===== src/rtl/mbrtu_pkg.sv =====
// shared constants, types, crc helper and table presets for the read-holding responder
package mbrtu_pkg;
   localparam int FRAME_CAPACITY = 256;
   localparam int TABLE_WORDS    = 32;
   localparam int CNT_W          = $clog2(FRAME_CAPACITY + 1);
   localparam int IDX_W          = $clog2(TABLE_WORDS);

   localparam logic [1:0] OP_BYTE  = 2'd0;
   localparam logic [1:0] OP_TICK  = 2'd1;
   localparam logic [1:0] OP_WRITE = 2'd2;

   localparam logic [1:0] CSR_STATION = 2'd0;
   localparam logic [1:0] CSR_GAP     = 2'd1;
   localparam logic [1:0] CSR_SILENCE = 2'd2;
   localparam logic [1:0] CSR_MAXQ    = 2'd3;

   localparam logic [15:0] TABLE_BASE = 16'h0038;
   localparam logic [7:0]  FUNC_READ  = 8'h03;
   localparam logic [5:0]  QTY_LIMIT  = 6'd32;
   localparam int          MIN_FRAME  = 8;

   typedef enum logic [4:0] {
      ST_IDLE  = 5'b00001,
      ST_CHECK = 5'b00010,
      ST_HEAD  = 5'b00100,
      ST_WORD  = 5'b01000,
      ST_TAIL  = 5'b10000
   } state_type;

   function automatic logic [15:0] crc_fold(input logic [15:0] crc, input logic [7:0] b);
      logic [15:0] c;
      c = crc ^ {8'h00, b};
      for (int k = 0; k < 8; k++) begin
         c = c[0] ? ((c >> 1) ^ 16'hA001) : (c >> 1);
      end
      return c;
   endfunction

   // reset contents of the register table by word offset
   function automatic logic [15:0] preset_word(input logic [IDX_W-1:0] idx);
      logic [15:0] a;
      a = TABLE_BASE + 16'(idx);
      unique case (a)
         16'h003B: return 16'd100;
         16'h003C: return 16'd16;
         16'h003D: return 16'd4;
         16'h003F, 16'h0041, 16'h0044: return 16'd1;
         default: return 16'd0;
      endcase
   endfunction
endpackage


===== src/rtl/mbrtu_ram.sv =====
// generic single-port-write ram with registered read
module mbrtu_ram #(
   parameter int WIDTH = 16,
   parameter int DEPTH = 32
) (
   input  logic                     clock,
   input  logic                     wr_en,
   input  logic [$clog2(DEPTH)-1:0] wr_addr,
   input  logic [WIDTH-1:0]         wr_data,
   input  logic [$clog2(DEPTH)-1:0] rd_addr,
   output logic [WIDTH-1:0]         rd_data
);
   logic [WIDTH-1:0] mem [DEPTH];
   always_ff @(posedge clock) begin
      if (wr_en) mem[wr_addr] <= wr_data;
      rd_data <= mem[rd_addr];
   end
endmodule


===== src/rtl/modbus_rtu_read_holding_responder.sv =====
// top level of the modbus rtu read-holding-registers responder
//  channel | ports                                   | direction
//  req     | req_valid/ready, operation,byte,index,val | in
//  rsp     | rsp_valid/ready, first,second,sv,last   | out
//  csr     | csr_write, csr_index, csr_data          | in
// a byte or a host write is taken on its own; every tick also passes through the
// frame check state. a tick that answers with q words goes through the check, the
// header, one word state visit per word, the tail and a final flush of the last
// byte, giving q+3 items (up to 35), each word read from the table ram ahead of
// its use through the registered read. after reset a clearing pass loads the
// preset words, with no transaction accepted. a stalled rsp holds the sequencer;
// req waits until the last response item has been taken.
module modbus_rtu_read_holding_responder (
   input  logic        clock,
   input  logic        reset,
   input  logic        req_valid,
   output logic        req_ready,
   input  logic [1:0]  req_operation,
   input  logic [7:0]  req_rx_byte,
   input  logic [4:0]  req_table_index,
   input  logic [15:0] req_table_value,
   output logic        rsp_valid,
   input  logic        rsp_ready,
   output logic [7:0]  rsp_first_byte,
   output logic [7:0]  rsp_second_byte,
   output logic        rsp_second_valid,
   output logic        rsp_last,
   input  logic        csr_write,
   input  logic [1:0]  csr_index,
   input  logic [7:0]  csr_data
);
   localparam int IW = mbrtu_pkg::IDX_W;
   localparam int CW = mbrtu_pkg::CNT_W;

   logic [7:0] station_ff, gap_ff, endsil_ff;
   logic [5:0] maxq_ff;
   always_ff @(posedge clock) begin
      if (reset) begin
         station_ff <= 8'd1; gap_ff <= 8'd10; endsil_ff <= 8'd5; maxq_ff <= 6'd32;
      end else if (csr_write) begin
         unique case (csr_index)
            mbrtu_pkg::CSR_STATION: station_ff <= csr_data;
            mbrtu_pkg::CSR_GAP:     gap_ff <= csr_data;
            mbrtu_pkg::CSR_SILENCE: endsil_ff <= csr_data;
            mbrtu_pkg::CSR_MAXQ:    maxq_ff <= csr_data[5:0];
         endcase
      end
   end

   // clearing pass
   logic [IW:0] clr_ff;
   logic clearing;
   assign clearing = !clr_ff[IW];
   always_ff @(posedge clock) begin
      if (reset) clr_ff <= '0;
      else if (clearing) clr_ff <= clr_ff + 1'b1;
   end

   mbrtu_pkg::state_type state_ff, state_in;
   logic [CW-1:0] cnt_ff;
   logic [7:0] sil_ff;
   logic [7:0] hdr_ff [6];
   logic [7:0] tp_ff [2];
   logic [15:0] crc_ff;
   logic req_take;

   // response sequencer
   logic [15:0] addr_ff;     // word address being emitted
   logic [15:0] addr_in;
   logic [5:0]  qleft_ff;    // words still to emit
   logic [5:0]  q_ff;
   logic [1:0]  hstep_ff;
   logic [15:0] rcrc_ff;
   logic        pend_ff;     // one response byte held for pairing
   logic [7:0]  pbyte_ff;
   logic        rvalid_ff;

   // the idle flush must finish before the next transaction is taken
   logic idle_ok;
   assign idle_ok = !pend_ff && !rvalid_ff;

   assign req_ready = (state_ff == mbrtu_pkg::ST_IDLE) && !clearing && idle_ok;
   assign req_take = req_valid && req_ready;

   logic        ram_we;
   logic [IW-1:0] ram_wa, ram_ra;
   logic [15:0] ram_wd, ram_rd;
   logic        word_in_ff;  // read data belongs to table

   logic rsp_busy;
   assign rsp_busy = rvalid_ff && !rsp_ready;

   always_comb begin
      ram_we = 1'b0; ram_wa = req_table_index[IW-1:0]; ram_wd = req_table_value;
      if (clearing) begin
         ram_we = 1'b1; ram_wa = clr_ff[IW-1:0];
         ram_wd = mbrtu_pkg::preset_word(clr_ff[IW-1:0]);
      end else if (req_take && req_operation == mbrtu_pkg::OP_WRITE
                   && 32'(req_table_index) < mbrtu_pkg::TABLE_WORDS) begin
         ram_we = 1'b1;
      end
   end

   // the ram reads the address that addr_ff takes next
   always_comb begin
      addr_in = addr_ff;
      if (state_ff == mbrtu_pkg::ST_CHECK) addr_in = {hdr_ff[2], hdr_ff[3]};
      else if (!rsp_busy && state_ff == mbrtu_pkg::ST_WORD) addr_in = addr_ff + 1'b1;
   end
   logic [15:0] off;
   assign off = addr_in - mbrtu_pkg::TABLE_BASE;
   assign ram_ra = off[IW-1:0];

   mbrtu_ram #(.WIDTH(16), .DEPTH(mbrtu_pkg::TABLE_WORDS)) u_table (
      .clock(clock), .wr_en(ram_we), .wr_addr(ram_wa), .wr_data(ram_wd),
      .rd_addr(ram_ra), .rd_data(ram_rd));

   logic [15:0] got;
   assign got = {tp_ff[1], tp_ff[0]};
   logic [15:0] qreq;
   assign qreq = {hdr_ff[4], hdr_ff[5]};
   logic [5:0] qc;
   always_comb begin
      qc = maxq_ff > mbrtu_pkg::QTY_LIMIT ? mbrtu_pkg::QTY_LIMIT : maxq_ff;
      if (qreq < 16'(qc)) qc = qreq[5:0];
   end

   // bytes produced this cycle by the sequencer (up to two)
   logic [7:0] b0, b1;
   logic       n2, emit, fin;
   logic [15:0] crc1, crc2;
   logic [15:0] wval;
   assign wval = word_in_ff ? ram_rd : 16'h0000;
   always_comb begin
      b0 = 8'h00; b1 = 8'h00; n2 = 1'b0; emit = 1'b0; fin = 1'b0;
      unique case (state_ff)
         mbrtu_pkg::ST_HEAD: begin
            emit = 1'b1;
            priority case (hstep_ff)
               2'd0: begin b0 = hdr_ff[0]; b1 = hdr_ff[1]; n2 = 1'b1; end
               default: begin b0 = {1'b0, q_ff, 1'b0}; end
            endcase
         end
         mbrtu_pkg::ST_WORD: begin emit = 1'b1; b0 = wval[15:8]; b1 = wval[7:0]; n2 = 1'b1; end
         mbrtu_pkg::ST_TAIL: begin emit = 1'b1; b0 = rcrc_ff[7:0]; b1 = rcrc_ff[15:8];
            n2 = 1'b1; fin = 1'b1; end
         default: ;
      endcase
      crc1 = mbrtu_pkg::crc_fold(rcrc_ff, b0);
      crc2 = n2 ? mbrtu_pkg::crc_fold(crc1, b1) : crc1;
   end

   logic rsp_load;
   assign rsp_load = !rsp_busy && ((emit && (pend_ff || n2))
                     || (state_ff == mbrtu_pkg::ST_IDLE && pend_ff));

   always_comb begin
      state_in = state_ff;
      unique case (state_ff)
         mbrtu_pkg::ST_IDLE:
            if (req_take && req_operation == mbrtu_pkg::OP_TICK) state_in = mbrtu_pkg::ST_CHECK;
         mbrtu_pkg::ST_CHECK: begin
            state_in = mbrtu_pkg::ST_IDLE;
            if (32'(cnt_ff) >= mbrtu_pkg::MIN_FRAME && sil_ff > endsil_ff
                && hdr_ff[0] == station_ff && hdr_ff[1] == mbrtu_pkg::FUNC_READ
                && got == crc_ff) state_in = mbrtu_pkg::ST_HEAD;
         end
         mbrtu_pkg::ST_HEAD:
            if (!rsp_busy && hstep_ff != 2'd0)
               state_in = (q_ff == 6'd0) ? mbrtu_pkg::ST_TAIL : mbrtu_pkg::ST_WORD;
         mbrtu_pkg::ST_WORD:
            if (!rsp_busy && qleft_ff == 6'd1) state_in = mbrtu_pkg::ST_TAIL;
         mbrtu_pkg::ST_TAIL:
            if (!rsp_busy) state_in = mbrtu_pkg::ST_IDLE;
         default: state_in = mbrtu_pkg::ST_IDLE;
      endcase
   end

   always_ff @(posedge clock) begin
      if (reset) begin
         state_ff <= mbrtu_pkg::ST_IDLE;
         cnt_ff <= '0; sil_ff <= '0; crc_ff <= 16'hFFFF;
         rvalid_ff <= 1'b0; pend_ff <= 1'b0;
      end else begin
         if (!rsp_busy) state_ff <= state_in;
         if (rsp_load) rvalid_ff <= 1'b1;
         else if (rvalid_ff && rsp_ready) rvalid_ff <= 1'b0;
         if (req_take && req_operation == mbrtu_pkg::OP_BYTE) begin
            logic [CW-1:0] c;
            logic [15:0] cr;
            c = cnt_ff; cr = crc_ff;
            if (cnt_ff != '0 && sil_ff > gap_ff) begin c = '0; cr = 16'hFFFF; end
            if (32'(c) < mbrtu_pkg::FRAME_CAPACITY) begin
               if (c < CW'(6)) hdr_ff[c[2:0]] <= req_rx_byte;
               if (c >= CW'(2)) cr = mbrtu_pkg::crc_fold(cr, tp_ff[0]);
               tp_ff[0] <= tp_ff[1]; tp_ff[1] <= req_rx_byte;
               c = c + 1'b1;
               sil_ff <= '0;
            end
            cnt_ff <= c; crc_ff <= cr;
         end
         if (req_take && req_operation == mbrtu_pkg::OP_TICK && sil_ff != 8'hFF)
            sil_ff <= sil_ff + 1'b1;
         if (state_ff == mbrtu_pkg::ST_CHECK) begin
            if (32'(cnt_ff) >= mbrtu_pkg::MIN_FRAME && sil_ff > endsil_ff) begin
               cnt_ff <= '0; crc_ff <= 16'hFFFF;
            end
            hstep_ff <= 2'd0; rcrc_ff <= 16'hFFFF; q_ff <= qc; qleft_ff <= qc;
            pend_ff <= 1'b0;
         end
         addr_ff <= addr_in;
         word_in_ff <= (addr_in >= mbrtu_pkg::TABLE_BASE)
                       && (32'(off) < mbrtu_pkg::TABLE_WORDS);
         if (!rsp_busy && emit) begin
            if (state_ff == mbrtu_pkg::ST_HEAD) hstep_ff <= hstep_ff + 1'b1;
            if (state_ff == mbrtu_pkg::ST_WORD) qleft_ff <= qleft_ff - 1'b1;
            if (!fin) rcrc_ff <= crc2;
            // pair bytes: a held byte goes first
            if (pend_ff) begin
               rsp_first_byte <= pbyte_ff; rsp_second_byte <= b0;
               rsp_second_valid <= 1'b1; rsp_last <= 1'b0;
               if (n2) pbyte_ff <= b1;
               pend_ff <= n2;
            end else if (n2) begin
               rsp_first_byte <= b0; rsp_second_byte <= b1;
               rsp_second_valid <= 1'b1; rsp_last <= 1'b0;
            end else begin
               pbyte_ff <= b0; pend_ff <= 1'b1;
            end
         end
         // final single byte, emitted after the tail
         if (!rsp_busy && state_ff == mbrtu_pkg::ST_IDLE && pend_ff) begin
            rsp_first_byte <= pbyte_ff; rsp_second_byte <= 8'h00;
            rsp_second_valid <= 1'b0; rsp_last <= 1'b1;
            pend_ff <= 1'b0;
         end
      end
   end
   assign rsp_valid = rvalid_ff;

   assert property (@(posedge clock) disable iff (reset) rsp_valid && !rsp_ready |=> rsp_valid)
      else $error("rsp dropped while stalled");
   assert property (@(posedge clock) disable iff (reset) clearing |-> !req_ready)
      else $error("transaction taken during clearing pass");
   assert property (@(posedge clock) disable iff (reset)
      rsp_valid && rsp_last |-> !rsp_second_valid)
      else $error("last item carries two bytes");
endmodule


===== config.mk =====
export PLATFORM = sky130hd
export DESIGN_NAME = modbus_rtu_read_holding_responder
export DESIGN_NICKNAME = d
export VERILOG_FILES = /design/src/rtl/mbrtu_pkg.sv /design/src/rtl/mbrtu_ram.sv /design/src/rtl/modbus_rtu_read_holding_responder.sv
export SDC_FILE = /design/constraint.sdc
export NUM_CORES = 1
export LEC_CHECK = 0
export BUFFER_PORTS_ARGS = -buffer_cell sky130_fd_sc_hd__buf_2
export CORE_ASPECT_RATIO = 1.4
export CORE_MARGIN = 1.5
export CORE_UTILIZATION = 31
export CTS_BUF_LIST = sky130_fd_sc_hd__clkbuf_16
export CTS_CLUSTER_DIAMETER = 30
export DETAILED_ROUTE_END_ITERATION = 8
export HOLD_SLACK_MARGIN = 0.12
export SYNTH_ARGS = -nofsm -noshare
export SYNTH_HDL_FRONTEND = slang
export SYNTH_SLANG_ARGS = --single-unit

===== constraint.sdc =====
create_clock -name clock -period 7.98 [get_ports clock]
set_input_delay 0.798 -clock clock [delete_from_list [all_inputs] [get_ports clock]]
set_output_delay 0.798 -clock clock [all_outputs]
set_load 0.02 [all_outputs]

Yosys cells after proc, flatten, opt, wreduce, memory -nomap -nowiden
Memory sizes are Yosys's and may differ from the RTL's. A register that Yosys moved wholly into a read port is not among the register bits.
Index checks and enable logic that the tools add are counted.
{"block": "totals", "register_bits": 149, "ram_bits": 576, "input_bits": 46, "output_inout_bits": 20, "wordCells": 263, "mem_count": 3}
{"block": "classes", "addsub": 8, "n_lt_le_gt_ge": 10, "eq_ne": 26, "mux": 109, "bitwise_logic": 29, "n_reduce_logical": 55}
{"memory": "u_table.mem", "depth": 32, "word_bits": 16, "read_ports": 1, "rd_ports_with_merged_regs": 1, "wr": 1, "line_no": "mbrtu_ram.sv:13", "source": "logic [WIDTH-1:0] mem [DEPTH];"}
{"memory": "hdr_ff", "depth": 6, "word_bits": 8, "read_ports": 6, "rd_ports_with_merged_regs": 0, "wr": 1, "line_no": "modbus_rtu_read_holding_responder.sv:62", "source": "logic [7:0] hdr_ff [6];"}
{"memory": "tp_ff", "depth": 2, "word_bits": 8, "read_ports": 2, "rd_ports_with_merged_regs": 0, "wr": 2, "line_no": "modbus_rtu_read_holding_responder.sv:63", "source": "logic [7:0] tp_ff [2];"}
{"cell": "$mux 16", "count": 40}
{"cell": "$mux 8", "count": 14}
{"cell": "$not 2->3", "count": 24}
{"cell": "$mux 9", "count": 7}
{"cell": "$pmux 8 s3", "count": 2}
{"cell": "$xor 16x8->16", "count": 3}
{"cell": "$mux 6", "count": 6}
{"cell": "$eq 7x6->1 const B", "count": 4}
{"cell": "$mux 1", "count": 28}
{"cell": "$pmux 7 s4", "count": 1}
{"cell": "$logic_and 1x1->1", "count": 25}
{"cell": "$mux 5", "count": 5}
{"cell": "$pmux 5 s4", "count": 1}
{"cell": "$add 16x1->16 const B", "count": 1}
{"cell": "$eq 16x16->1", "count": 1}
{"cell": "$ge 16x6->1 const B", "count": 1}
{"cell": "$gt 8x8->1", "count": 2}
{"cell": "$lt 16x6->1", "count": 1}
{"cell": "$lt 16x6->1 const B", "count": 1}
{"cell": "$sub 16x6->16 const B", "count": 1}
{"cell": "$eq 7x7->1 const B", "count": 2}
{"cell": "$reduce_and 2->1", "count": 6}
{"cell": "$reduce_bool 2->1", "count": 5}
{"cell": "$add 9x1->9 const B", "count": 1}
{"cell": "37 further kinds", "count": 55}

Logic depth before layout (Yosys ltp)
Gate-level depths: netlist of run 1.
{"block": "logic_depth", "depth_word": 40, "depth_mapped": 17, "mapped_depth_nobuf": 15}

Modules after synthesis
A second synthesis of run 1 with hierarchy kept.
{"block": "unflattened", "cells_unflattened": 2328, "area_unflattened_um2": 32129.6}
{"mod": "mbrtu_ram", "n_inst": 1, "cells_each": 1143, "area_per_inst_um2": 20534.7}
{"mod": "modbus_rtu_read_holding_responder", "n_inst": 1, "cells_each": 1185, "area_per_inst_um2": 11594.9}

Worst setup path after synthesis of run 1
No wires, ideal clock.
{"block": "synth_path", "path_kind": "flip-flop to flip-flop", "from": "register state_ff[0]", "to": "register rsp_first_byte[0], enable pin", "setup_time_ns": 0.421, "arrival_ns": 3.210, "t_required_ns": 7.559, "slack_ns": 4.349, "stages_incl_launch_ff": 9, "n_path_buf": 2, "path_cell_list": "dfxtp_1 buf_2 nor4_1 nand2_1 o21ai_0 nor2_1 clkbuf_1 ha_1 a211oi_1"}
{"block": "synth_between", "elab_chain_cells": 6, "elab_cells_between_ends": 14, "classes_between": "eq/ne: 4; mux: 2; reduce/logical: 8"}
{"element": "from (decl)", "line_no": "modbus_rtu_read_holding_responder.sv:59", "source": "mbrtu_pkg::state_type state_ff, state_in;"}
{"element": "from (signal assigned)", "line_no": "modbus_rtu_read_holding_responder.sv:181", "source": "state_ff <= mbrtu_pkg::ST_IDLE;"}
{"element": "from (signal assigned)", "line_no": "modbus_rtu_read_holding_responder.sv:185", "source": "if (!rsp_busy) state_ff <= state_in;"}
{"element": "$eq 5x3->1, or another cell as far along", "line_no": "modbus_rtu_read_holding_responder.sv:136", "source": "unique case (state_ff)"}
{"element": "$reduce_or 3->1 (no line)"}
{"element": "$mux 1", "line_no": "modbus_rtu_read_holding_responder.sv:136"}
{"element": "$logic_and 1x1->1", "line_no": "modbus_rtu_read_holding_responder.sv:214", "source": "if (!rsp_busy && emit) begin"}
{"element": "$reduce_bool 2->1 (no line)"}
{"element": "$reduce_and 3->1 (no line) *"}
{"element": "to (signal assigned)", "line_no": "modbus_rtu_read_holding_responder.sv:220", "source": "rsp_first_byte <= pbyte_ff; rsp_second_byte <= b0;"}
{"element": "to (signal assigned)", "line_no": "modbus_rtu_read_holding_responder.sv:225", "source": "rsp_first_byte <= b0; rsp_second_byte <= b1;"}
{"element": "to (signal assigned)", "line_no": "modbus_rtu_read_holding_responder.sv:233", "source": "rsp_first_byte <= pbyte_ff; rsp_second_byte <= 8'h00;"}
{"element": "to (decl)", "line_no": "modbus_rtu_read_holding_responder.sv:24", "source": "output logic [7:0] rsp_first_byte,"}
Every way passes the cells marked *; elsewhere a longest branch is shown, timed or not.
A chain may end at the register's enable or synchronous reset.

Final worst setup path of run 1
{"block": "layout_path", "from": "register state_ff[1]", "to": "register u_table.rd_data[2] (read register of u_table.mem)"}
{"block": "layout_between", "elab_chain_cells": 5, "elab_cells_between_ends": 6, "classes_between": "add/sub: 1; eq/ne: 2; mux: 2; reduce/logical: 1"}
{"element": "$eq 5x4->1", "line_no": "modbus_rtu_read_holding_responder.sv:108", "source": "else if (!rsp_busy && state_ff == mbrtu_pkg::ST_WORD) addr_in = addr_ff + 1'b1;"}
{"element": "$logic_and 1x1->1", "line_no": "modbus_rtu_read_holding_responder.sv:108"}
{"element": "$mux 16", "line_no": "modbus_rtu_read_holding_responder.sv:108"}
{"element": "$mux 16 *", "line_no": "modbus_rtu_read_holding_responder.sv:107", "source": "if (state_ff == mbrtu_pkg::ST_CHECK) addr_in = {hdr_ff[2], hdr_ff[3]};"}
{"element": "$sub 16x6->16 *", "line_no": "modbus_rtu_read_holding_responder.sv:111", "source": "assign off = addr_in - mbrtu_pkg::TABLE_BASE;"}
{"element": "to (decl)", "line_no": "mbrtu_ram.sv:11", "source": "output logic [WIDTH-1:0] rd_data"}
Marked as above.

==> results by group, run 1 <==
Finish
  • Share of cells above drive strength 1: 22.8%
  • # nets final: 2346
  • Area delta synth->final: 22.4%
  • Fillers: 9371

Timing
  • Least-Margin Pin Slew: 1.39 ns
  • Max Clock Freq: 0.216 GHz
  • Fin crit period: 4.63 ns
  • Setup TNS: 0 ns
  • Final Hold Fails: 0
  • Final worst-path cycle share: 58.0%
  • Finish-stage setup viols: 0
  • Max_slew headroom: 7.32%
  • Layout Skew: 0.0351 ns
  • RSZ-0062 raised after global routing: false
  • Slew Viols, Final: 0

Die
  • Core box area: 102000 um^2
  • Initial core utilization: 31.2%
  • Chip height: 383 um
  • I/O Pins: 66
  • Die area: 105000 um^2
  • Die Wd: 275 um
  • Row cnt: 139

Synth
  • Synth unique cells: 85
  • Synth area leader: edfxtp_1
  • Post-synth ARST share: 0%
  • Post-synthesis average cell area: 15.3 um^2
  • Synth top area cells: edfxtp_1, mux4_2, dfxtp_1, mux2i_1, nor2_1
  • Yosys reg bits: 741
  • Commonest cells in the netlist: edfxtp_1, nor2_1, mux4_2, nand2_1, mux2i_1
  • Post-Syn Instances: 2092
  • Yosys top cell area share: 60.9%
  • EDFF count, synth: 649
  • Synth warn: 0
  • Synth Flop Type: edfxtp_1
  • Post-synthesis instance area: 32000 um^2
  • Syn Nets: 2172
  • Register area share after synthesis: 66.7%
  • Most common cell in the synthesized netlist: edfxtp_1

Run status
  • Outcome: completed

Route
  • Routed wire per std cell: 21.9 um
  • Antenna viol nets, final: 0
  • 1st-iter DRT viols: 1720
  • Final WL: 81600 um
  • DRC violations left: 0
  • DR vias/cell: 5.07
  • Drt first pass iters: 5
  • Routed via count: 18.9k

Critical path
  • WS Path Type: reg -> reg
  • Crit path DAT: 5.25 ns
  • Setup crit start: state_ff[1]
  • Crit-path leading delay family: simple AND/OR/NAND/NOR gates
  • Worst reg2reg endpoint: u_table.rd_data[2]
  • Worst Setup EP: u_table.rd_data[2]
  • Worst r2r src: state_ff[1]
  • Crit end category: register
  • Critical path's largest stage delay: 0.90 ns
  • Stages on worst setup path: 10
  • CP max stage cell: a31oi_4
  • Worst EP required: 8.60 ns
  • Crit-path cells: nor4_1 > and3_1 > nand2_1 > a31oi_4 > buf_4 > buf_4 > mux4_2 > mux2i_1 > mux4_2 > inv_1
  • Cell count of the worst reg-to-reg path: 10
  • Startpoint Class: register
  • Crit Path Max Fanout: 26
  • CP bufs+invs: 3
  • Reg2reg setup slack: 3.35 ns

Global routing
  • First-pass GRT wire length: 122000 um
  • Tot GR Track Use: 15.7%
  • Antenna violations before repair: 6
  • Remaining Overflow, GRT: 0
  • Largest net degree at the start of global routing: 130
  • Vias in the first global route: 19.5k

CTS
  • Post-CTS Resized: 0
  • Clock transition at path regs: 0.05 ns
  • CTS Hold Bufs: 0
  • TritonCTS Buffers: 145
  • CTS tree: done
  • CTS root buf: clkbuf_16
  • CTS sink cnt: 741
  • Clock Path Buffers: 3
  • H-tree lvl count: 4
  • Clk_lat worst skew: 0.73 ns
  • Post-CTS Setup Inserts: 0

Pwr
  • Pwr dens: 277 nW/um^2
  • Leakage power: 13.9 nW
  • VDD IR max: 0.193 mV
  • Pwr Total: 0.0109 W

Place
  • DP HPWL: 52100 um
  • IO buf count: 65
  • GP Congestion: 0.864

Run
  • Max Cap Viol: 0

Min path
  • Worst min path class: in -> reg
  • Worst hold start: csr_data[7]
-- cells by family (layout without fill, tap and decap cells) --
logic type / after synthesis / in the layout / share of synthesized area [%]
AO/OA/AOI/OAI: 257 / 257 / 5.06
other: 0 / 3 / 0
XOR/XNOR: 105 / 105 / 3.11
flip-flops: 741 / 741 / 66.7
AND/OR/NAND/NOR: 531 / 531 / 7.94
adder cells (fa/ha/maj): 34 / 34 / 1.33
buffers and inverters: 164 / 460 / 2.10
multiplexers: 260 / 260 / 13.8
-- state kept, by name, indices dropped and copies added, names as in the netlist, 2 cells and up --
register and flops:
sil_ff 8, pbyte_ff 8, clr_ff 6, u_table.rd_data 16, rsp_second_byte 8, qleft_ff 6
u_table.mem 512, maxq_ff 6, tp_ff 16, addr_ff 16, gap_ff 8, station_ff 8
endsil_ff 8, hstep_ff 2, crc_ff 16, rcrc_ff 16, state_ff 5, rsp_first_byte 8
cnt_ff 9, q_ff 6, hdr_ff 48
-- worst min-delay path by stage --
stage,end,depth (start not counted)
after floorplan,endsil_ff[1],2
after global placement,endsil_ff[5],2
after detailed placement,tp_ff[0][3],0
after CTS,endsil_ff[7],3
after global routing,endsil_ff[7],3
final,endsil_ff[7],3
-- stage by stage --
stage                     hold WS, ns  instances  instance area [um^2]  worst slack, ns  utilization, %
after floorplan                 0.436       2092                 32000             4.35               -
after global placement          0.450       3458                 34100             3.15            33.3
after detailed placement        0.461       3458                 34100             3.10            33.3
after CTS                       0.316       3727                 39200             3.25            38.2
after global routing            0.322       3727                 39200             2.85            38.2
final                           0.365       3730                 39200             3.35            38.2
-- where the power goes --
group	total (W)	switching (W)	internal, W
logic	0.000434	0.000251	0.000183
clock network	0.00612	0.00210	0.00402
registers	0.00431	0.0000476	0.00426
total	0.0109	0.00240	0.00846
-- worst register-to-register path, cell delays in order, from the launching register on --
cell and delay, ns:
dfxtp_1 0.40, nor4_1 0.58, and3_1 0.50, nand2_1 0.16, a31oi_4 0.90, buf_4 0.61
buf_4 0.39, mux4_2 0.53, mux2i_1 0.18, mux4_2 0.26, inv_1 0.04
-- metal layers --
metal | track usage [%] | part of all wire [%] | up-vias
li1 | - | - | 8479
met1 | 18.5 | 39 | 9571
met2 | 27.4 | 52 | 669
met3 | 3.45 | 6.3 | 176
met4 | 6.25 | 3.1 | 4
met5 | 0 | 0.028 | -
-- placed cells by master (no fill, tap or decap), types with 7 or more instances in the layout --
cell          n
nand2b_1     16
inv_6        17
clkbuf_16   149
mux4_2      144
xnor2_1      71
clkinv_2     21
buf_2        65
nand2_1     142
a22o_1        8
a31oi_1      10
nor3_1       27
a21oi_1      81
bufinv_16    18
xor2_1       28
edfxtp_1    649
and3_1       16
inv_1        82
o21a_1       10
clkinvlp_4   10
nand4_1      18
nor2_1      173
ha_1         34
nand3b_1      9
dfxtp_1      91
clkinv_4      7
o21ai_0      64
o22ai_1       8
nand3_1      38
nor4_1       14
buf_4        58
o211ai_1      8
mux2i_1     110
nor2b_1      14
clkinv_1     16
and2_1       25
-- layout make-up --
class                           instances  area (um^2)  area share (%)
Multi-Input combinational cell       1187        10000            25.7
Tap cell                             1339         1680            4.28
Antenna cell                            3         7.51          0.0192
Clock buffer                          149         3730            9.52
Timing Repair Buffer                  126          821            2.10
Inverter                               65          244           0.623
Clock inverter                        120         1300            3.32
Sequential cell                       741        21300            54.5
Power figures use the tool's default switching activity.
==> run 2: changes to the inputs <==
--- a/config.mk
+++ b/config.mk
@@ -5,6 +5,7 @@
 export SDC_FILE = /design/constraint.sdc
 export NUM_CORES = 1
 export LEC_CHECK = 0
+export ABC_AREA = 1
 export BUFFER_PORTS_ARGS = -buffer_cell sky130_fd_sc_hd__buf_2
 export CORE_ASPECT_RATIO = 1.4
 export CORE_MARGIN = 1.5
==> constraint.sdc (replaced) <==
create_clock -name clock -period 3.9 [get_ports clock]
set_input_delay 0.39 -clock clock [delete_from_list [all_inputs] [get_ports clock]]
set_output_delay 0.39 -clock clock [all_outputs]
set_load 0.02 [all_outputs]
==> results by group, run 2 <==
Synth
  • Post-synthesis average cell area: 11.4 um^2 (-25%)
  • Synth area leader: edfxtp_1
  • Yosys top cell area share: 59.9% (-1.0 points)
  • Register area share after synthesis: 65.6% (-1.1 points)
  • Synth Flop Type: edfxtp_1
  • Most common cell in the synthesized netlist: edfxtp_1
  • Commonest cells in the netlist: edfxtp_1, nor2_1, nand2_1, o21ai_0, inv_1
  • Post-synth ARST share: 0% (unchanged)
  • Post-synthesis instance area: 32500 um^2 (+1.7%)
  • Yosys reg bits: 741 (unchanged)
  • Post-Syn Instances: 2844 (+36%)
  • Synth warn: 0 (unchanged)
  • Syn Nets: 2924 (+35%)
  • EDFF count, synth: 649 (unchanged)
  • Synth unique cells: 64 (-25%)
  • Synth top area cells: edfxtp_1, dfxtp_1, nor2_1, o21ai_0, nand2_1

Global routing
  • Grt met1 use: 20.4% (+1.9 points)
  • Remaining Overflow, GRT: 0 (unchanged)
  • Met3 GRT Util: 2.85% (-0.60 points)
  • Met2 GRT Util: 28.1% (+0.72 points)
  • Antenna violations before repair: 0 (-6)
  • Largest net degree at the start of global routing: 86 (-34%)
  • Vias in the first global route: 22.8k (+17%)
  • Busiest grt layer: met2
  • Tot GR Track Use: 16.5% (+0.85 points)
  • First-pass GRT wire length: 135000 um (+10%)

Die
  • I/O Pins: 66 (unchanged)
  • Chip height: 386 um (+0.82%)
  • Row cnt: 140 (+0.72%)
  • Die Wd: 277 um (+0.82%)
  • Die area: 107000 um^2 (+1.6%)
  • Core box area: 104000 um^2 (+1.6%)
  • Initial core utilization: 31.3% (about the same)

Place
  • IO buf count: 65 (unchanged)
  • GP Congestion: 0.871 (+0.79%)
  • DP HPWL: 56700 um (+8.9%)

CTS
  • Clock Path Buffers: 3 (unchanged)
  • TritonCTS Buffers: 141 (-2.8%)
  • CTS tree: done
  • CTS sink cnt: 741 (unchanged)
  • Clock transition at path regs: 0.06 ns (about the same)
  • CTS root buf: clkbuf_16
  • Clk_lat worst skew: 0.73 ns (about the same)
  • H-tree lvl count: 4 (unchanged)

Critical path
  • Reg2reg setup slack: 0.39 ns (-2.96 ns)
  • Crit path DAT: 4.06 ns (-1.19 ns)
  • Worst reg2reg endpoint: u_table.rd_data[2]
  • Setup crit start: state_ff[1]
  • Startpoint Class: register
  • Worst Setup EP: u_table.rd_data[2]
  • Crit end category: register
  • Crit Path Max Fanout: 52 (+100%)
  • WS Path Type: reg -> reg
  • Worst r2r src: state_ff[1]
  • Worst EP required: 4.45 ns (-4.15 ns)
  • Cell count of the worst reg-to-reg path: 16 (+6)

Timing
  • Slew Viols, Final: 0 (unchanged)
  • Least-Margin Pin Slew: 1.33 ns (-0.0626 ns)
  • RSZ-0062 raised after global routing: false
  • Max_slew headroom: 11.4% (+4.1 points)
  • Fin crit period: 3.51 ns (-1.12 ns)
  • Finish-stage setup viols: 0 (unchanged)
  • Layout Skew: 0.0361 ns (+0.00101 ns)
  • Setup TNS: 0 ns (unchanged)
  • Final worst-path cycle share: 89.9% (+32 points)
  • Min Hold Slack: 0.168 ns (-0.197 ns)
  • Max Clock Freq: 0.285 GHz (+32%)
  • Final Hold Fails: 0 (unchanged)

Pwr
  • Leakage power: 14.5 nW (+4.4%)
  • Pwr dens: 634 nW/um^2 (+130%)
  • Clock Power Share: 47.6% (-8.8 points)
  • Pwr Total: 0.0254 W (+130%)
  • VDD IR max: 0.380 mV (+96%)
  • Sequential share of power: 35.9% (-3.7 points)
  • P_int: 0.0179 W (+110%)
  • Switching share of power: 29.4% (+7.3 points)
  • Switching power: 0.00746 W (+210%)
  • Comb power frac: 16.5% (+13 points)

Run status
  • Outcome: completed

Finish
  • Largest register FFs: 512 (unchanged)
  • Most frequent cells in the layout: edfxtp_1, nor2_1, nand2_1, o21ai_0, inv_1
  • ANT cells: 0 (-3)
  • Register area: 21300 um^2 (about the same)
  • Leading cell type in the layout, fill and taps excluded: edfxtp_1
  • Most flops, register: u_table.mem
  • Area delta synth->final: 23.0%
  • Share of cells above drive strength 1: 15.1% (-7.7 points)
  • Multi-input gate area: 9870 um^2 (-1.8%)
  • # nets final: 3116 (+33%)
  • Fillers: 9937 (+6.0%)

Route
  • Drt first pass iters: 6 (+1)
  • 1st-iter DRT viols: 1889 (+9.8%)
  • DR vias/cell: 5.17 (+2.0%)
  • Routed via count: 23.3k (+23%)
  • Antenna viol nets, final: 0 (unchanged)
  • DRC violations left: 0 (unchanged)
  • Final WL: 89600 um (+9.7%)
  • Routed wire per std cell: 19.9 um (-9.2%)

Run
  • Max Cap Viol: 0 (unchanged)

Min path
  • Worst min path class: in -> reg
## run 2: cell types whose count changed after synthesis, sizes merged, moves of 51 or more
cell	delta
nor2	+290
o21ai	+171
nand2	+163
mux4	-144
inv	+139
mux2i	-111
o21bai	+82
o311ai	+80
o211ai	+51
## run 2: worst min path at each step
stage	start	to	slack, ns	cells past startpoint
4_1_cts	reset	clr_ff[5]	0.12	2
5_1_grt	reset	clr_ff[5]	0.16	2
3_3_place_gp	tp_ff[0][15]	tp_ff[0][7]	0.45	0
2_1_floorplan	endsil_ff[1]	endsil_ff[1]	0.44	2
6_report	reset	clr_ff[5]	0.17	2
3_5_place_dp	endsil_ff[1]	endsil_ff[1]	0.46	2
## run 2: power groups by stage
stage	registers [W]	clock network [W]	logic (W)
after floorplan	0.00916	0	0.00292
after global placement	0.00925	0	0.00410
after detailed placement	0.00925	0	0.00415
after CTS	0.00910	0.0123	0.00419
after global routing	0.00912	0.0126	0.00463
final	0.00910	0.0121	0.00419
## run 2: per-stage QoR
stage	std cells	utilization, %	setup slack, ns	instance area (um^2)
global placement	4217	33.5	0.344	34900
CTS	4503	38.4	0.257	40000
finish	4504	38.5	0.392	40000
detailed placement	4217	33.5	0.287	34900
floorplan	2844	-	0.0464	32500
global route	4504	38.5	0.0329	40000
## run 2: timing repair
item | in CTS | in global routing
hold buffers | 24 | 0
endpoints found under the hold margin | 87 | 0
setup endpoints to repair | 0 | 4
gates resized for setup | 0 | 3
buffers inserted | 0 | 1
## run 2: cells by family after synthesis
group	after synthesis	share of synthesized area, %
adder cells (fa/ha/maj)	34	1.31
AND/OR/NAND/NOR	958	12.7
flip-flops	741	65.6
AO/OA/AOI/OAI	690	14.2
buffers and inverters	353	4.35
XOR/XNOR	68	1.88
## run 2: cell type report
| cell class | instances | share of cell area [%] |
|---|---|---|
| flip-flops and latches | 741 | 53.3 |
| clock buffers | 143 | 8.94 |
| well taps | 1349 | 4.22 |
| multi-input cells | 1750 | 24.7 |
| repair buffers | 194 | 3.70 |
| inverters | 208 | 2.00 |
| clock inverters | 119 | 3.17 |
## run 2: worst max-delay path, stage by stage (launching register included)
cell and delay, ns:
dfxtp_1 0.35, inv_2 0.11, nand2_2 0.07, nor2_4 0.19
nand2_4 0.11, nor2_2 0.27, xor2_1 0.18, nand2_1 0.14
nand2_8 0.24, inv_8 0.17, buf_4 0.24, o21ai_0 0.13
o21bai_1 0.12, o311ai_1 0.11, o211a_1 0.21, a311oi_1 0.52
a31oi_1 0.13
## run 2: layer usage
layer	routed length (um)	share of wire (%)
met5	0	0
met4	3470	3.9
met2	43400	48
met1	37500	42
met3	5220	5.8
==> run 3: changes to the inputs <==
--- a/config.mk
+++ b/config.mk
@@ -14,6 +14,7 @@
 export CTS_CLUSTER_DIAMETER = 30
 export DETAILED_ROUTE_END_ITERATION = 8
 export HOLD_SLACK_MARGIN = 0.12
+export PLACE_DENSITY = 0.54
 export SYNTH_ARGS = -nofsm -noshare
 export SYNTH_HDL_FRONTEND = slang
 export SYNTH_SLANG_ARGS = --single-unit
==> results by group, run 3 (synthesized netlist as in run 2, its figures left out) <==
Route
  • Antenna viol nets, final: 0 (unchanged)
  • Routed wire per std cell: 20.4 um (+2.4%)
  • 1st-iter DRT viols: 1910 (+1.1%)
  • DRC violations left: 0 (unchanged)
  • Routed via count: 22.9k (-1.7%)
  • Final WL: 92300 um (+3.0%)
  • Drt first pass iters: 5 (-1)
  • DR vias/cell: 5.05 (-2.3%)

Finish
  • Most flops, register: u_table.mem
  • Most frequent cells in the layout: edfxtp_1, nor2_1, nand2_1, inv_1, o21ai_0
  • Share of cells above drive strength 1: 15.5% (+0.34 points)
  • Area delta synth->final: 24.2%
  • Leading cell type in the layout, fill and taps excluded: edfxtp_1
  • Register area: 21300 um^2 (unchanged)
  • Multi-input gate area: 9920 um^2 (+0.52%)
  • Fillers: 9936 (-0.010%)
  • Largest register FFs: 512 (unchanged)
  • ANT cells: 0 (unchanged)
  • # nets final: 3137 (+0.67%)

Die
  • Chip height: 386 um (unchanged)
  • I/O Pins: 66 (unchanged)
  • Row cnt: 140 (unchanged)
  • Core box area: 104000 um^2 (unchanged)
  • Die area: 107000 um^2 (unchanged)
  • Initial core utilization: 31.3% (unchanged)
  • Die Wd: 277 um (unchanged)

Timing
  • Layout Skew: 0.0346 ns (-0.00152 ns)
  • Slew Viols, Final: 0 (unchanged)
  • Finish-stage setup viols: 0 (unchanged)
  • Max Clock Freq: 0.284 GHz (-0.32%)
  • Max_slew headroom: 11.1% (-0.28 points)
  • Least-Margin Pin Slew: 1.33 ns (+0.00420 ns)
  • RSZ-0062 raised after global routing: false
  • Setup TNS: 0 ns (unchanged)
  • Min Hold Slack: 0.170 ns (+0.00138 ns)
  • Fin crit period: 3.52 ns (+0.0113 ns)
  • Final worst-path cycle share: 90.2% (+0.29 points)
  • Final Hold Fails: 0 (unchanged)

Critical path
  • Reg2reg setup slack: 0.38 ns (about the same)
  • Worst EP required: 4.36 ns (-0.09 ns)
  • Cell count of the worst reg-to-reg path: 20 (+4)
  • Stages on worst setup path: 20 (+4)
  • Crit path DAT: 3.98 ns (-0.08 ns)
  • Crit-path leading delay family: simple AND/OR/NAND/NOR gates
  • Crit end category: register
  • WS Path Type: reg -> reg
  • Crit-path cells: nor2_2 > buf_4 > nand3_4 > nor2_1 > a21oi_1 > o31ai_4 > xor2_2 > nand3_2 > nand2_2 > nand2_1 > nand3_2 > nand3_1 > nand2_1 > nand2_2 > nand3_2 > nand3_1 > nand2_2 > o211ai_1 > o21ai_1 > inv_1
  • Crit Path Max Fanout: 19 (-63%)
  • CP max stage cell: dfxtp_1
  • Startpoint Class: register
  • CP bufs+invs: 2 (-1)
  • Critical path's largest stage delay: 0.42 ns (-0.10 ns)

Global routing
  • First-pass GRT wire length: 139000 um (+2.8%)
  • Largest net degree at the start of global routing: 102 (+19%)
  • Grt met1 use: 21.0% (+0.51 points)
  • Tot GR Track Use: 17.2% (+0.69 points)
  • Antenna violations before repair: 1 (+1)
  • Remaining Overflow, GRT: 0 (unchanged)
  • Vias in the first global route: 22.6k (-0.92%)
  • Met3 GRT Util: 3.15% (+0.30 points)
  • Busiest grt layer: met2
  • Met2 GRT Util: 30.0% (+1.9 points)

Pwr
  • Pwr dens: 641 nW/um^2 (+1.0%)
  • Leakage power: 14.7 nW (+1.8%)
  • VDD IR max: 0.422 mV (+11%)

Run status
  • Outcome: completed

CTS
  • H-tree lvl count: 4 (unchanged)
  • CTS sink cnt: 741 (unchanged)
  • CTS tree: done
  • TritonCTS Buffers: 150 (+6.4%)
  • Post-CTS Setup Inserts: 0 (unchanged)
  • Clock transition at path regs: 0.04 ns (-0.02 ns)
  • CTS root buf: clkbuf_16
  • Clock Path Buffers: 3 (unchanged)
  • Clk_lat worst skew: 0.74 ns (about the same)

Min path
  • Min-Delay Path Depth: 4 (+2)
  • Worst min path class: in -> reg

Run
  • Max Cap Viol: 0 (unchanged)

Place
  • DP HPWL: 57700 um (+1.7%)
  • GP Congestion: 0.846 (-2.9%)
  • IO buf count: 65 (unchanged)
-- run 3: worst reg2reg max path, cell delays in order (launching register included) --
cell and delay (ns):
dfxtp_1 0.42, nor2_2 0.06, buf_4 0.18, nand3_4 0.23, nor2_1 0.09, a21oi_1 0.38
o31ai_4 0.22, xor2_2 0.35, nand3_2 0.15, nand2_2 0.12, nand2_1 0.08, nand3_2 0.09
nand3_1 0.14, nand2_1 0.14, nand2_2 0.07, nand3_2 0.10, nand3_1 0.12, nand2_2 0.10
o211ai_1 0.07, o21ai_1 0.09, inv_1 0.05
-- run 3: cell type report --
| type | count | area share [%] |
|---|---|---|
| inverters | 208 | 1.97 |
| flip-flops and latches | 741 | 52.8 |
| well taps | 1349 | 4.18 |
| repair buffers | 206 | 4.01 |
| multi-input cells | 1750 | 24.6 |
| clock buffers | 151 | 9.35 |
| clock inverters | 126 | 3.12 |
-- run 3: stage by stage --
stage | setup slack, ns | total power (W) | instances | area [um^2] | utilization, %
after global routing | 0.0724 | 0.0269 | 4531 | 40400 | 38.8
final | 0.381 | 0.0259 | 4531 | 40400 | 38.8
after global placement | 0.337 | 0.0135 | 4229 | 35100 | 33.7
after floorplan | 0.0464 | 0.0121 | 2844 | 32500 | -
after CTS | 0.251 | 0.0261 | 4531 | 40400 | 38.8
after detailed placement | 0.287 | 0.0135 | 4229 | 35100 | 33.7
-- run 3: path summary, 6_finish.rpt --
kind | start | endpoint
worst min register to register | tp_ff[0][15] | tp_ff[0][7]
worst min-delay path | rsp_ready | rsp_valid
worst max-delay path | state_ff[3] | rcrc_ff[15]
worst max register to register | state_ff[3] | rcrc_ff[15]
-- run 3: power breakdown --
group | internal (W) | switching, W | total (W)
Sequential | 0.00889 | 0.000209 | 0.00910
Combinational | 0.00140 | 0.00284 | 0.00425
Clock | 0.00814 | 0.00438 | 0.0125
-- run 3: per-layer routing --
layer | wire length [um] | vias up
met1 | 38300 | 11200
met3 | 4910 | 187
met4 | 2920 | 0
met5 | 0 | -
li1 | - | 10900
met2 | 46200 | 649
-- run 3: timing repair --
action                                  CTS  global route
gates resized for setup                   0             5
hold endpoints to repair                 87             0
endpoints found under the setup margin    0             4
hold buffers                             25             0
